$ cat src/sdls_pkg.sv
`timescale 1ns / 1ps
// Shared types and constants for the switch debounce level selector.
// No dependencies.
package sdls_pkg;

	// Register widths and reset values
	localparam int unsigned REG_W        = 16;
	localparam int unsigned REG_IDX_W    = 3;
	localparam int unsigned LEVEL_W      = 3;
	localparam logic [REG_W-1:0] DEBOUNCE_RST   = 16'd50;
	localparam logic [REG_W-1:0] LONG_PRESS_RST = 16'd3000;

	// Highest selectable level; levels wrap back to LEVEL_FIRST
	localparam logic [LEVEL_W-1:0] LEVEL_OFF   = 3'd0;
	localparam logic [LEVEL_W-1:0] LEVEL_FIRST = 3'd1;
	localparam logic [LEVEL_W-1:0] LEVEL_MAX   = 3'd5;

	// Configuration register indexes
	localparam logic [REG_IDX_W-1:0] REG_DEBOUNCE   = 3'd0;
	localparam logic [REG_IDX_W-1:0] REG_LONG_PRESS = 3'd1;
	localparam logic [REG_IDX_W-1:0] REG_DUTY_OFF   = 3'd2;
	localparam logic [REG_IDX_W-1:0] REG_DUTY_1     = 3'd3;
	localparam logic [REG_IDX_W-1:0] REG_DUTY_2     = 3'd4;
	localparam logic [REG_IDX_W-1:0] REG_DUTY_3     = 3'd5;
	localparam logic [REG_IDX_W-1:0] REG_DUTY_4     = 3'd6;
	localparam logic [REG_IDX_W-1:0] REG_DUTY_5     = 3'd7;

	// Stream widths: input word holds pin_level, output word holds the result
	localparam int unsigned S_TDATA_W = 8;
	localparam int unsigned M_TDATA_W = 24;

	// Result word, pressed in the lowest bit
	typedef struct packed {
		logic [REG_W-1:0]   duty;
		logic [LEVEL_W-1:0] level;
		logic               pressed;
	} result_t;

endpackage

$ cat src/switch_debounce_level_selector.sv
`timescale 1ns / 1ps
// Switch debounce with a press-cycled level selector and duty lookup.
// Depends on sdls_pkg.

// One raw pin sample is taken per word, and every accepted word gives one
// result word: debounced status, selected level (0 off, 1..5) and that level's
// duty register. A word can be accepted every clock cycle while the skid
// register is empty; the debounce, level and hold-timer update is done in the
// cycle of acceptance and the result is registered in a two-entry output
// buffer (output register plus skid register) that keeps the input side open
// for one more word while a result waits to be taken. The user writes
// configuration through cfg_we/cfg_addr/cfg_data while the block is idle; the block does not enforce it.
module switch_debounce_level_selector (
	input  logic                            clk,
	input  logic                            arst_n,
	// configuration write port
	input  logic                            cfg_we,
	input  logic [sdls_pkg::REG_IDX_W-1:0]  cfg_addr,
	input  logic [sdls_pkg::REG_W-1:0]      cfg_data,
	// input stream
	input  logic                            s_tvalid,
	output logic                            s_tready,
	input  logic [sdls_pkg::S_TDATA_W-1:0]  s_tdata,   // [0] pin_level, rest zero
	// output stream
	output logic                            m_tvalid,
	input  logic                            m_tready,
	output logic [sdls_pkg::M_TDATA_W-1:0]  m_tdata    // [0] pressed, [3:1] level,
	                                                   // [19:4] duty, rest zero
);
	import sdls_pkg::*;

	// configuration registers
	logic [REG_W-1:0] debounce_q, long_press_q;
	logic [REG_W-1:0] duty_off_q, duty1_q, duty2_q, duty3_q, duty4_q, duty5_q;

	// block state
	logic [REG_W-1:0]   high_ticks_q, low_ticks_q, hold_ticks_q;
	logic               status_q;
	logic [LEVEL_W-1:0] level_q;

	// output buffer
	result_t out_q, skid_q;
	logic    out_valid_q, skid_valid_q;

	// next-state logic
	logic               in_fire;
	logic               pin;
	logic [REG_W:0]     high_inc, low_inc, hold_inc;
	logic [REG_W-1:0]   high_nx, low_nx, hold_nx;
	logic               status_nx;
	logic [LEVEL_W-1:0] level_adv, level_nx;
	result_t            res;

	assign s_tready = !skid_valid_q;
	assign in_fire  = s_tvalid && s_tready;
	assign pin      = s_tdata[0];
	assign m_tvalid = out_valid_q;
	assign m_tdata  = {{(M_TDATA_W - $bits(result_t)){1'b0}}, out_q};

	// configuration writes
	always_ff @(posedge clk or negedge arst_n) begin
		if (!arst_n) begin
			debounce_q   <= DEBOUNCE_RST;
			long_press_q <= LONG_PRESS_RST;
			duty_off_q   <= '0;
			duty1_q      <= '0;
			duty2_q      <= '0;
			duty3_q      <= '0;
			duty4_q      <= '0;
			duty5_q      <= '0;
		end else if (cfg_we) begin
			unique case (cfg_addr)
				REG_DEBOUNCE:   debounce_q   <= cfg_data;
				REG_LONG_PRESS: long_press_q <= cfg_data;
				REG_DUTY_OFF:   duty_off_q   <= cfg_data;
				REG_DUTY_1:     duty1_q      <= cfg_data;
				REG_DUTY_2:     duty2_q      <= cfg_data;
				REG_DUTY_3:     duty3_q      <= cfg_data;
				REG_DUTY_4:     duty4_q      <= cfg_data;
				REG_DUTY_5:     duty5_q      <= cfg_data;
				default:        ;
			endcase
		end
	end

	// debounce counters, level stepping and hold timer
	always_comb begin
		high_nx   = high_ticks_q;
		low_nx    = low_ticks_q;
		status_nx = status_q;
		high_inc  = {1'b0, high_ticks_q} + 1'b1;
		low_inc   = {1'b0, low_ticks_q} + 1'b1;
		if (pin) begin
			if (high_inc >= {1'b0, debounce_q}) begin
				high_nx   = '0;
				status_nx = 1'b1;
			end else begin
				high_nx = high_inc[REG_W-1:0];
			end
		end else begin
			if (low_inc >= {1'b0, debounce_q}) begin
				low_nx    = '0;
				status_nx = 1'b0;
			end else begin
				low_nx = low_inc[REG_W-1:0];
			end
		end

		// falling edge of the status steps the level, wrapping after the top
		level_adv = (level_q >= LEVEL_MAX) ? LEVEL_FIRST : level_q + 1'b1;
		level_nx  = (status_q && !status_nx) ? level_adv : level_q;

		// long press saturates the timer and turns the level off
		hold_inc = {1'b0, hold_ticks_q} + 1'b1;
		hold_nx  = '0;
		if (status_nx) begin
			if (hold_inc >= {1'b0, long_press_q}) begin
				hold_nx  = long_press_q;
				level_nx = LEVEL_OFF;
			end else begin
				hold_nx = hold_inc[REG_W-1:0];
			end
		end

		// duty lookup
		res.pressed = status_nx;
		res.level   = level_nx;
		unique case (level_nx)
			3'd1:    res.duty = duty1_q;
			3'd2:    res.duty = duty2_q;
			3'd3:    res.duty = duty3_q;
			3'd4:    res.duty = duty4_q;
			3'd5:    res.duty = duty5_q;
			default: res.duty = duty_off_q;
		endcase
	end

	// state update on each accepted word
	always_ff @(posedge clk or negedge arst_n) begin
		if (!arst_n) begin
			high_ticks_q <= '0;
			low_ticks_q  <= '0;
			hold_ticks_q <= '0;
			status_q     <= 1'b0;
			level_q      <= LEVEL_OFF;
		end else if (in_fire) begin
			high_ticks_q <= high_nx;
			low_ticks_q  <= low_nx;
			hold_ticks_q <= hold_nx;
			status_q     <= status_nx;
			level_q      <= level_nx;
		end
	end

	// output register with skid stage
	always_ff @(posedge clk or negedge arst_n) begin
		if (!arst_n) begin
			out_valid_q  <= 1'b0;
			skid_valid_q <= 1'b0;
		end else if (!out_valid_q || m_tready) begin
			if (skid_valid_q) begin
				out_valid_q  <= 1'b1;
				skid_valid_q <= 1'b0;
			end else begin
				out_valid_q <= in_fire;
			end
		end else if (in_fire) begin
			skid_valid_q <= 1'b1;
		end
	end

	// result payload
	always_ff @(posedge clk) begin
		if (!out_valid_q || m_tready) begin
			if (skid_valid_q) begin
				out_q <= skid_q;
			end else if (in_fire) begin
				out_q <= res;
			end
		end else if (in_fire) begin
			skid_q <= res;
		end
	end

endmodule

$ cat config.mk
export PLATFORM = sky130hd
export DESIGN_NAME = switch_debounce_level_selector
export DESIGN_NICKNAME = d
export VERILOG_FILES = /design/src/sdls_pkg.sv /design/src/switch_debounce_level_selector.sv
export SDC_FILE = /design/constraint.sdc
export NUM_CORES = 1
export LEC_CHECK = 0
export BUFFER_PORTS_ARGS = -buffer_cell sky130_fd_sc_hd__clkbuf_2
export CAP_MARGIN = 10
export CORE_ASPECT_RATIO = 1.75
export CORE_MARGIN = 3
export CORE_UTILIZATION = 40
export CTS_CLUSTER_SIZE = 24
export DETAILED_ROUTE_END_ITERATION = 7
export PLACE_DENSITY = 0.61
export RECOVER_POWER = 25
export SLEW_MARGIN = 10
export SYNTH_ARGS = -nofsm -noshare
export SYNTH_HDL_FRONTEND = slang
export SYNTH_SLANG_ARGS = --single-unit
$ cat constraint.sdc
create_clock -name clk -period 4.8 [get_ports clk]
set_input_delay 0.48 -clock clk [delete_from_list [all_inputs] [get_ports clk]]
set_output_delay 0.48 -clock clk [all_outputs]
set_load 0.02 [all_outputs]
======== After elaboration in Yosys (flattened, before gate mapping) ========
Cells that the tools add are included.
cells by class
  add/sub/neg operators ................... 4
  multiply operators ...................... 0
  div/mod/pow operators ................... 0
  order comparisons ....................... 4
  equal/unequal tests ..................... 12
  shift-type cells ........................ 0
  multiplexer cells ....................... 17
  bitwise gates (word level) .............. 2
  reduce and logical (&&, ||, !) cells .... 21
operator list
  cell                   count
  $pmux 16 s5            1
  $mux 16                4
  $add 16x1->17 const B  3
  $ge 17x16->1           3
  $mux 20                2
  $reduce_and 2->1       12
  $eq 3x3->1 const B     6
  $eq 3x2->1 const B     4
  $mux 3                 4
  $eq 3x1->1 const B     2
  $mux 1                 6
  $reduce_bool 2->1      2
  $add 3x1->3 const B    1
  $ge 3x3->1 const B     1
  $logic_not 1->1        3
  $logic_not 3->1        1
  $logic_and 1x1->1      2
  $not 1->1              2
  $logic_or 1x1->1       1
storage, ports and cells
  bits in registers ....................... 222
  bits in latches ......................... 0
  bits in writable memories ............... 0
  ROM bits ................................ 0
  output and inout port bits .............. 26
  memories ................................ 0

======== Longest topological paths before layout ========
Gate-level depths: netlist of the first run.
  word-level depth ........................ 13
  depth in mapped cells ................... 19

======== Least setup slack after synthesis of the first run ========
OpenSTA, ideal clock, no wires.
  path type ............................... flip-flop to flip-flop
  start ................................... register low_ticks_q[2]
  end ..................................... register out_q (netlist bit m_tdata[12]), data pin
  arrival time ............................ 3.707 ns
  data required time ...................... 4.516 ns
  path slack .............................. 0.809 ns
  stages on the path, launching flop included .. 18
  period minus slack after synthesis ...... 3.991 ns
  cell sequence ........................... dfrtp_1 > and3_1 > and3_1 > nand3_1 > nor2_1 > nand3_1 > xnor2_1 > ha_1 > a21oi_1 > a21boi_0 > o31ai_1 > o311ai_2 > a221oi_1 > o221ai_2 > buf_2 > a21o_1 > a221oi_2 > a31oi_1
between the ends
  cells in the longest elaborated chain, start to end .. 13
  elaborated cells between the ends (all ways) .. 17
  those cells by class .................... add/sub (1); order compare (1); eq/ne (5); mux (8); reduce/logical (2)
ends and longest elaborated chain
  element                             line                                   RTL
  start, declared                     switch_debounce_level_selector.sv:37   logic [REG_W-1:0] high_ticks_q, low_ticks_q, hold_ticks_q;
  start signal, assigned              switch_debounce_level_selector.sv:148  low_ticks_q <= low_nx;
  $add 16x1->17 *                     switch_debounce_level_selector.sv:92   low_inc = {1'b0, low_ticks_q} + 1'b1;
  $ge 17x16->1 *                      switch_debounce_level_selector.sv:101  if (low_inc >= {1'b0, debounce_q}) begin
  $mux 1 *                            switch_debounce_level_selector.sv:101
  $mux 1 *                            switch_debounce_level_selector.sv:93   if (pin) begin
  $logic_not 1->1                     switch_debounce_level_selector.sv:111  level_nx = (status_q && !status_nx) ? level_adv : level_q;
  $logic_and 1x1->1                   switch_debounce_level_selector.sv:111
  $mux 3                              switch_debounce_level_selector.sv:111
  $mux 3                              switch_debounce_level_selector.sv:117  if (hold_inc >= {1'b0, long_press_q}) begin
  $mux 3 *                            switch_debounce_level_selector.sv:116  if (status_nx) begin
  $eq 3x3->1 (tied with other cells)  switch_debounce_level_selector.sv:128  unique case (level_nx)
  $pmux 16 s5 *                       switch_debounce_level_selector.sv:128
  $mux 20 *                           switch_debounce_level_selector.sv:177  end else if (in_fire) begin
  $mux 20 *                           switch_debounce_level_selector.sv:175  if (skid_valid_q) begin
  end signal, assigned                switch_debounce_level_selector.sv:176  out_q <= skid_q;
  end signal, assigned                switch_debounce_level_selector.sv:178  out_q <= res;
  end, declared                       switch_debounce_level_selector.sv:42   result_t out_q, skid_q;
Every way passes the cells marked *; elsewhere a longest branch is shown, timed or not. The select of a mux whose other input is x is not followed.
A chain may end at the register's enable or synchronous reset.

======== Worst setup path after layout of the first run ========
  start ................................... register hold_ticks_q[0]
  end ..................................... register out_q (netlist bit m_tdata[10]), data pin
between the ends
  cells in the longest elaborated chain, start to end .. 8
  elaborated cells between the ends (all ways) .. 12
  those cells by class .................... add/sub (1); order compare (1); eq/ne (5); mux (5)
ends and longest elaborated chain
  element                             line                                   RTL
  start, declared                     switch_debounce_level_selector.sv:37
  start signal, assigned              switch_debounce_level_selector.sv:149  hold_ticks_q <= hold_nx;
  $add 16x1->17 *                     switch_debounce_level_selector.sv:114  hold_inc = {1'b0, hold_ticks_q} + 1'b1;
  $ge 17x16->1 *                      switch_debounce_level_selector.sv:117
  $mux 3 *                            switch_debounce_level_selector.sv:117
  $mux 3 *                            switch_debounce_level_selector.sv:116
  $eq 3x3->1 (tied with other cells)  switch_debounce_level_selector.sv:128
  $pmux 16 s5 *                       switch_debounce_level_selector.sv:128
  $mux 20 *                           switch_debounce_level_selector.sv:177
  $mux 20 *                           switch_debounce_level_selector.sv:175
Marks and branches as above.

==> qor.yml, run 1 <==
yosys.area_share.xor_xnor_pct: 3.092
synth-edff-count: 40
wl_per_cell_um: 19.68
wl_um: 30580
clock_skew_ns: 0.009302
synthTopCellsByArea: "dfrtp_1, edfxtp_1, mux2_2"
p_leak_nw: 5.815
finalCriticalPeriod_ns: 4.453
worstMarginPinSlew_ns: 2.556
clockBufferDepth: 3
n_fill_cell: 2759
multi_input_area_mm2: 0.005724
clk_latency_ns: 0.51
postLayoutCoreUtil_pct: 46.90
cp_num_buf_inv: 3
synth_top_area_share_pct: 36.18
synthSimpleGateAreaFrac_pct: 12.81
ys.warnings.count: 0
firstDrtPassIters: 4
dieArea_mm2: 0.03193
synthAdderAreaFrac_pct: 5.574
ff_latch_area_mm2: 0.005768
design.final.nets: 1245
worst-path-stages: 20
place_ws_ns: 0.05384
cts_root_buf: "clkbuf_16"
p_per_area_mw_per_mm2: 501.6
worst_setup_path_end_kind: "flop"
area_growth_pct: 14.05
drv_slew: 98
grt_max_degree: 98
port_buffers: 46
crit_fanout: 16
path_clk_slew_ns: 0.06
vias: 8677
irDropWorstVdd_v: 0.0002411
antenna-diode-count: 0
slowest_delay_ns: 0.41
violations: "max-capacitance violations, max-slew violations"
start_util_pct: 41.12
dp_hpwl_um: 21280
async_reset_ff_share_pct: 81.98
maxCapViolCount: 1
hold_viol_final: 0
cts-buffers-inserted: 22
globalplace.congestion: 0.8279
tns_ns: 0
synth_common_cells: "dfrtp_1, nand2_1, mux2_2"
timing.fmax_ghz: 0.2246
ys_ff_latch: 222
grt.overflow.total: 0
rsz0062_at_grt: "false"
synth_most_common_cell: "dfrtp_1"
setup_ws_ns: 0.3474
reg2regPathDepth: 20
path_cells: "and3_1 > and3_1 > and3_1 > nand2_1 > nor2_2 > nand3_1 > xnor2_1 > ha_1 > nand3_1 > nor3_2 > a41oi_1 > nand3_2 > nor2_4 > buf_4 > nand2_1 > a32oi_4 > buf_12 > a221oi_2 > a31oi_1 > buf_4"
yosysSeqAreaShare_pct: 48.48
antenna_found_initial: 2
relSlewSlack_pct: -70.39
rows: 82
netlist_instances: 1101
finalSetupViolations: 0
cp_common_cell: "and3_1"
grtUsageTotal_pct: 19.45
vias_per_cell: 5.584
hold_depth: 3
drtIter0Drc: 485
cts_tree: "yes"
required_ns: 5.07
grt_pass1_wl_um: 48060
drive_above_1_share_pct: 24.32
worstSetupPathType: "flop to flop"
antenna_left: 0
drc_errors: 0
status: "finished with violations"
yosysUniqueCellTypes: 75
finalCritPeriodShare_pct: 92.76
synth_compound_area_share_pct: 16.59
synth_top_family_by_area: "compound AO/OA/AOI/OAI gates"
hp-class: "input port to flop"
coreArea_mm2: 0.02893
synth.area.mux_share_pct: 9.633
synth_area_per_cell_um2: 10.81
syn-cell-area_mm2: 0.01190
htreeDepth: 1
crit_slowest_cell: "dfrtp_1"
cts_num_sinks: 222
io-pin-count: 58
crit_family: "simple AND/OR/NAND/NOR gates"
worstPathArrival_ns: 4.72
die_h_um: 234.2
die_w_um: 136.4
synthFlopType: "dfrtp_1"
grt_pass1_vias: 8765
start_kind: "flop"
synth_top_area_cell: "dfrtp_1"
## final cells by class
type	instances	area share (%)
clock buffers	33	5.136
repair buffers	91	4.666
flip-flops and latches	222	42.51
clock inverters	7	0.8022
inverters	44	1.217
well taps	378	3.485
multi-input cells	779	42.19
## flip-flops by register name (all words and copies together) (netlist names), 3 cells and up
signal,flops
m_tdata,20
skid_q,20
debounce_q,16
duty1_q,16
duty2_q,16
duty3_q,16
duty4_q,16
duty5_q,16
duty_off_q,16
high_ticks_q,16
hold_ticks_q,16
long_press_q,16
low_ticks_q,16
level_q,3
## placed cells by master, fill, tap and decap left out, types with 5 or more instances in the layout
cell,n
o31ai_1,13
a21oi_1,40
mux2_2,98
inv_1,42
a31oi_1,18
a22oi_2,9
dfrtp_1,172
buf_4,37
and3_1,9
xnor2_1,26
edfxtp_1,40
ha_1,53
o2bb2ai_1,25
nand2_1,109
clkbuf_1,9
clkbuf_16,26
a221oi_2,14
nor2b_1,7
clkbuf_2,44
nand4_1,14
nor2_1,66
nand2b_1,13
dfstp_2,10
xor2_1,16
o21ai_0,93
nor3_1,6
nor4_1,5
a22oi_1,7
nand3_1,44
buf_12,6
a21o_1,20
## worst paths after layout
path	end	start	slack, ns
min	m_tvalid	s_tvalid	0.22
min reg2reg	duty4_q[0]	duty4_q[0]	0.50
min in group asynchronous	duty5_q[0]	arst_n	0.72
max reg2reg	m_tdata[10]	hold_ticks_q[0]	0.35
max in group asynchronous	low_ticks_q[0]	arst_n	2.29
max	m_tdata[10]	hold_ticks_q[0]	0.35
## logic make-up after synthesis
logic type | after synthesis
multiplexers | 101
AND/OR/NAND/NOR | 310
AO/OA/AOI/OAI | 269
other | 1
buffers and inverters | 103
flip-flops | 222
XOR/XNOR | 42
adder cells (fa/ha/maj) | 53
## power by group
group	internal, W	total, W	switching [W]
combinational	0.000936	0.00224	0.00130
clock	0.00117	0.00191	0.000739
sequential	0.00240	0.00266	0.000265
## stage by stage
| stage | hold WS [ns] | instance area, µm² | power (W) | instances |
|---|---|---|---|---|
| floorplan | 0.1844 | 11910 | 0.004191 | 1104 |
| global placement | 0.4817 | 12710 | 0.004882 | 1507 |
| detailed placement | 0.4912 | 12710 | 0.004943 | 1507 |
| CTS | 0.08513 | 13510 | 0.006871 | 1547 |
| global route | 0.2352 | 13570 | 0.007212 | 1554 |
| finish | 0.2176 | 13570 | 0.006807 | 1554 |
## per-layer routing
metal / vias up / GRT usage [%] / part of all wire, %
met2: 149 / 36.68 / 54
met5: - / 0 / 0.072
met1: 4369 / 22.07 / 39
met3: 61 / 2.641 / 3.8
li1: 4094 / - / -
met4: 4 / 7.062 / 3.4
## what timing repair did
action                                  in CTS  in global routing
gates resized for setup                      0                  3
buffers inserted                             0                  7
hold buffers                                 0                  0
endpoints found under the setup margin       0                 32
## tightest hold or removal path, cell delays in order
cell	delay, ns
clkbuf_2	0.10
nor2_1	0.06
nand2_1	0.05
No activity file was read; power rests on OpenSTA's default activity.
==> run 2: changes to the inputs <==
--- a/config.mk
+++ b/config.mk
@@ -14,6 +14,7 @@
 export DETAILED_ROUTE_END_ITERATION = 7
 export PLACE_DENSITY = 0.61
 export RECOVER_POWER = 25
+export REMOVE_ABC_BUFFERS = 1
 export SLEW_MARGIN = 10
 export SYNTH_ARGS = -nofsm -noshare
 export SYNTH_HDL_FRONTEND = slang
==> run 2 against run 1 <==
Net effect: the flow still finishes with violations (max-capacitance violations, max-slew violations); worst setup slack got worse by 0.0020 ns; via count is 0.46% lower; die area is the same; largest cell class unchanged.
==> qor.yml, run 2 (synthesis results as in run 1) <==
globalplace.congestion: 0.8511
antenna_found_initial: 0
maxCapViolCount: 1
wl_per_cell_um: 19.93
clock_skew_ns: 0.01363
violations: "max-capacitance violations, max-slew violations"
cts_root_buf: "clkbuf_16"
relSlewSlack_pct: -66.59
timing.fmax_ghz: 0.2245
min_from: "s_tvalid"
dpl_cell_area_mm2: 0.01263
wl_um: 30670
vias_per_cell: 5.612
crit-reg2reg-launch: "hold_ticks_q[0]"
p_leak_nw: 5.686
cts_tree: "yes"
path_clk_slew_ns: 0.06
layout_common_cells: "dfrtp_1, nand2_1, mux2_2"
grt.overflow.total: 0
antenna_left: 0
antenna-diode-count: 0
dp_hpwl_um: 20460
rsz0062_at_grt: "false"
tns_ns: 0
finalSetupViolations: 0
hold_viol_final: 0
finalCriticalPeriod_ns: 4.455
grtUsageTotal_pct: 19.50
worstMarginPinSlew_ns: 2.499
irDropWorstVdd_v: 0.0002339
die_w_um: 136.4
ctsHoldBuffers: 0
vias: 8637
start_kind: "flop"
coreArea_mm2: 0.02893
status: "finished with violations"
io-pin-count: 58
cts_num_sinks: 222
grt_pass1_vias: 8871
area_growth_pct: 12.22
firstDrtPassIters: 4
die_h_um: 234.2
drv_slew: 93
crit_fanout: 16
start_util_pct: 41.12
clockBufferDepth: 3
grt_pass1_wl_um: 48500
worstPathArrival_ns: 4.70
design.final.nets: 1229
rows: 82
finalCritPeriodShare_pct: 92.80
cts-buffers-inserted: 23
required_ns: 5.05
worstSetupPathType: "flop to flop"
hp-class: "input port to flop"
p_per_area_mw_per_mm2: 495.9
drtIter0Drc: 441
post_layout_nonfiller_instances: 1539
clk_latency_ns: 0.53
n_fill_cell: 2717
final_area_mm2: 0.01335
htreeDepth: 1
port_buffers: 46
dieArea_mm2: 0.03193
drc_errors: 0
worst_setup_path_end_kind: "flop"
placed_cells: 1497
grt_max_degree: 94
crit_path_start: "hold_ticks_q[0]"
drive_above_1_share_pct: 23.08
mostFrequentLayoutCell: "dfrtp_1"
==> run 2: changes by cell type in the layout (fill, tap and decap cells not counted), moves of 2 or more <==
cell / before / now
buf_4: 37 / 20
clkinv_1: 2 / 5
clkinv_2: 3 / 5
clkbuf_16: 26 / 23
==> run 2: layout make-up <==
class / instances / area, µm² / area share (%)
well taps: 378 / 473.0 / 3.542
inverters: 44 / 165.2 / 1.237
clock buffers: 28 / 614.3 / 4.601
clock inverters: 14 / 125.1 / 0.9371
flip-flops and latches: 222 / 5768 / 43.20
multi-input cells: 779 / 5717 / 42.82
repair buffers: 74 / 489.2 / 3.664
==> run 2: metrics by stage <==
step | power, W | worst slack (ns) | utilization (%) | hold slack (ns)
floorplan | 0.004117 | 0.4033 | - | 0.1844
global placement | 0.004791 | 0.2824 | 43.66 | 0.4799
detailed placement | 0.004861 | 0.2400 | 43.66 | 0.4924
CTS | 0.006672 | 0.2288 | 46.22 | 0.05803
global route | 0.007004 | 0.002704 | 46.15 | 0.2345
finish | 0.006621 | 0.3454 | 46.15 | 0.2324
==> run 2: report_power, final <==
group          internal (W)  total, W  leakage [nW]  switching [W]
Sequential          0.00240   0.00268          2.63       0.000281
Combinational      0.000882   0.00215          2.69        0.00127
Clock               0.00102   0.00179         0.364       0.000771
Total               0.00430   0.00662          5.69        0.00232
==> run 2: layer usage <==
| layer | vias to the layer above | global-route usage, % | share of wire, % |
|---|---|---|---|
| met5 | - | 0 | 0 |
| met4 | 0 | 7.125 | 3.1 |
| met3 | 48 | 2.082 | 3.2 |
| met2 | 168 | 36.34 | 54 |
| met1 | 4364 | 22.85 | 40 |
| li1 | 4057 | - | - |
==> run 2: worst paths after layout <==
check                      cells past startpoint         endpoint  slack (ns)
max                                           18       m_tdata[6]        0.35
max reg2reg                                   18       m_tdata[6]        0.35
min reg2reg                                    1       duty4_q[0]        0.50
min                                            3         m_tvalid        0.23
max in group asynchronous                      1       duty2_q[5]        2.60
min in group asynchronous                      1  high_ticks_q[4]        0.69
==> run 2: timing repair <==
action / 4_1_cts / 5_1_grt
gates resized for setup: 0 / 3
setup buffers: 0 / 0
endpoints found under the setup margin: 0 / 16
==> run 2: critical path, stage by stage (launching register included) <==
cell	delay (ns)
dfrtp_1	0.43
and3_1	0.25
and3_1	0.25
and3_1	0.29
nand2_1	0.10
nor2_2	0.22
nand3_1	0.15
xnor2_1	0.17
ha_1	0.30
nand3_1	0.11
nor3_1	0.34
a41oi_1	0.24
nand3_2	0.18
nor2_4	0.06
nand2_1	0.20
a32oi_4	0.15
buf_12	0.19
a221oi_1	0.40
a31oi_1	0.14
==> run 3: changes to the inputs <==
==> constraint.sdc (replaced) <==
create_clock -name clk -period 5.1 [get_ports clk]
set_input_delay 0.51 -clock clk [delete_from_list [all_inputs] [get_ports clk]]
set_output_delay 0.51 -clock clk [all_outputs]
set_load 0.02 [all_outputs]
==> run 3 against run 2 <==
Net effect: the flow still finishes with violations (max-capacitance violations, max-slew violations); count of clock-buffer cells in the layout up 1; utilization grew 0.052 points; wire length fell by 0.84%; clock power hardly changed; total power decreased by 5.4%; via count is 1.2% lower; flip-flop and latch count stayed put; cell area up 0.11%; worst setup slack gained 0.062 ns; die area unchanged; combinational power down 9%; global-route usage decreased by 0.24 points; critical path type unchanged.
==> qor.yml, run 3 (synthesis results as in run 1) <==
die_w_um: 136.4
p_leak_nw: 5.704
vias_per_cell: 5.550
antenna_found_initial: 0
worst_setup_path_end_kind: "flop"
n_fill_cell: 2698
area_growth_pct: 12.35
worstSetupPathType: "flop to flop"
clockBufferDepth: 3
coreArea_mm2: 0.02893
p_total_w: 0.006261
grt_pass1_vias: 8695
timing.fmax_ghz: 0.2131
drc_errors: 0
crit_slowest_cell: "dfrtp_1"
hold_viol_final: 0
clk_latency_ns: 0.53
crit_fanout: 32
rsz0062_at_grt: "false"
tns_ns: 0
worstMarginPinSlew_ns: 2.888
drive_above_1_share_pct: 23.30
io-pin-count: 58
start_kind: "flop"
maxCapViolCount: 1
worstPathArrival_ns: 4.95
grt.overflow.total: 0
setup_ws_ns: 0.4076
cts_tree: "yes"
vias: 8530
drv_slew: 110
antenna_left: 0
finalSetupViolations: 0
port_buffers: 46
cts_root_buf: "clkbuf_16"
violations: "max-capacitance violations, max-slew violations"
p_per_area_mw_per_mm2: 468.4
dieArea_mm2: 0.03193
drtIter0Drc: 571
status: "finished with violations"
firstDrtPassIters: 5
hp-class: "input port to flop"
grt_pass1_wl_um: 47640
start_util_pct: 41.12
required_ns: 5.36
irDropWorstVdd_v: 0.0002002
path_cells: "and3_1 > and3_1 > nand3_1 > nor2_1 > nand3_1 > xnor2_1 > ha_1 > nand4_1 > nor2_1 > o31ai_1 > o311ai_2 > a221oi_1 > o221ai_2 > buf_4 > a21o_1 > a221oi_1 > a31oi_1"
cts_resized: 0
grtUsageTotal_pct: 19.27
path_clk_slew_ns: 0.07
mostFrequentLayoutCell: "dfrtp_1"
antenna-diode-count: 0
grt_max_degree: 110
globalplace.congestion: 0.7995
layout_common_cells: "dfrtp_1, nand2_1, mux2_2"
cts-buffers-inserted: 22
htreeDepth: 1
dp_hpwl_um: 20310
slowest_delay_ns: 0.47
finalCritPeriodShare_pct: 92.01
place_ws_ns: 0.3406
clock_skew_ns: 0.01856
wl_per_cell_um: 19.78
relSlewSlack_pct: -92.51
cts_num_sinks: 222
wl_um: 30410
die_h_um: 234.2
rows: 82
design.final.nets: 1229
finalCriticalPeriod_ns: 4.692
==> run 3: cell count changes in the layout (fill, tap and decap cells not counted), sizes merged <==
cell / change
clkbuf: -1
clkinv: -5
bufinv: +2
inv: -1
buf: +3
==> run 3: timing repair <==
| action | in CTS | in global routing |
|---|---|---|
| hold buffers | 0 | 0 |
| setup buffers | 0 | 1 |
| setup endpoints to repair | 0 | 15 |
==> run 3: layout make-up <==
cell class / count / area [µm²] / share of cell area [%]
Clock inverter: 10 / 161.4 / 1.208
Timing Repair Buffer: 75 / 455.4 / 3.407
Inverter: 44 / 165.2 / 1.236
Multi-Input combinational cell: 779 / 5715 / 42.76
Tap cell: 378 / 473.0 / 3.538
Clock buffer: 29 / 628.1 / 4.699
Sequential cell: 222 / 5768 / 43.15
==> run 3: path summary, 6_finish.rpt <==
path	startpoint	end	slack [ns]	cells past startpoint
max reg2reg	low_ticks_q[2]	m_tdata[6]	0.41	17
max in group asynchronous	arst_n	duty1_q[12]	2.44	2
max	low_ticks_q[2]	m_tdata[6]	0.41	17
min reg2reg	duty4_q[0]	duty4_q[0]	0.50	1
min in group asynchronous	arst_n	high_ticks_q[3]	0.86	1
min	s_tvalid	m_tvalid	0.28	3
==> run 3: power by group <==
group | leakage [nW] | total [W] | switching [W] | internal, W
registers | 2.63 | 0.00252 | 0.000259 | 0.00226
logic | 2.69 | 0.00196 | 0.00117 | 0.000795
clock network | 0.383 | 0.00178 | 0.000710 | 0.00107
total | 5.70 | 0.00626 | 0.00214 | 0.00412
==> run 3: per-stage QoR <==
step           instance area [µm²]  hold slack (ns)  util (%)  instances
6_report                     13370           0.2798     46.20       1537
5_1_grt                      13370           0.2792     46.20       1537
4_1_cts                      13360           0.1452     46.18       1536
3_5_place_dp                 12570           0.4882     43.45       1497
3_3_place_gp                 12570           0.4807     43.45       1497
2_1_floorplan                11620           0.2144         -       1045
==> run 3: metal layers <==
| layer | track usage [%] | vias to the layer above | wire (µm) |
|---|---|---|---|
| met5 | 0 | - | 0 |
| met4 | 8.039 | 0 | 1102 |
| met3 | 2.319 | 56 | 1165 |
| met2 | 34.82 | 160 | 15950 |
| met1 | 22.93 | 4248 | 12190 |
| li1 | - | 4066 | - |
==> run 3: critical path: cells and delay by family, from the launching register on <==
kind            cells  cell delay, ns
simple gates        7            1.19
compound gates      7            1.93
fa+ha+maj           1            0.30
buf+inv             1            0.29
flops               1            0.47
xor+xnor            1            0.23
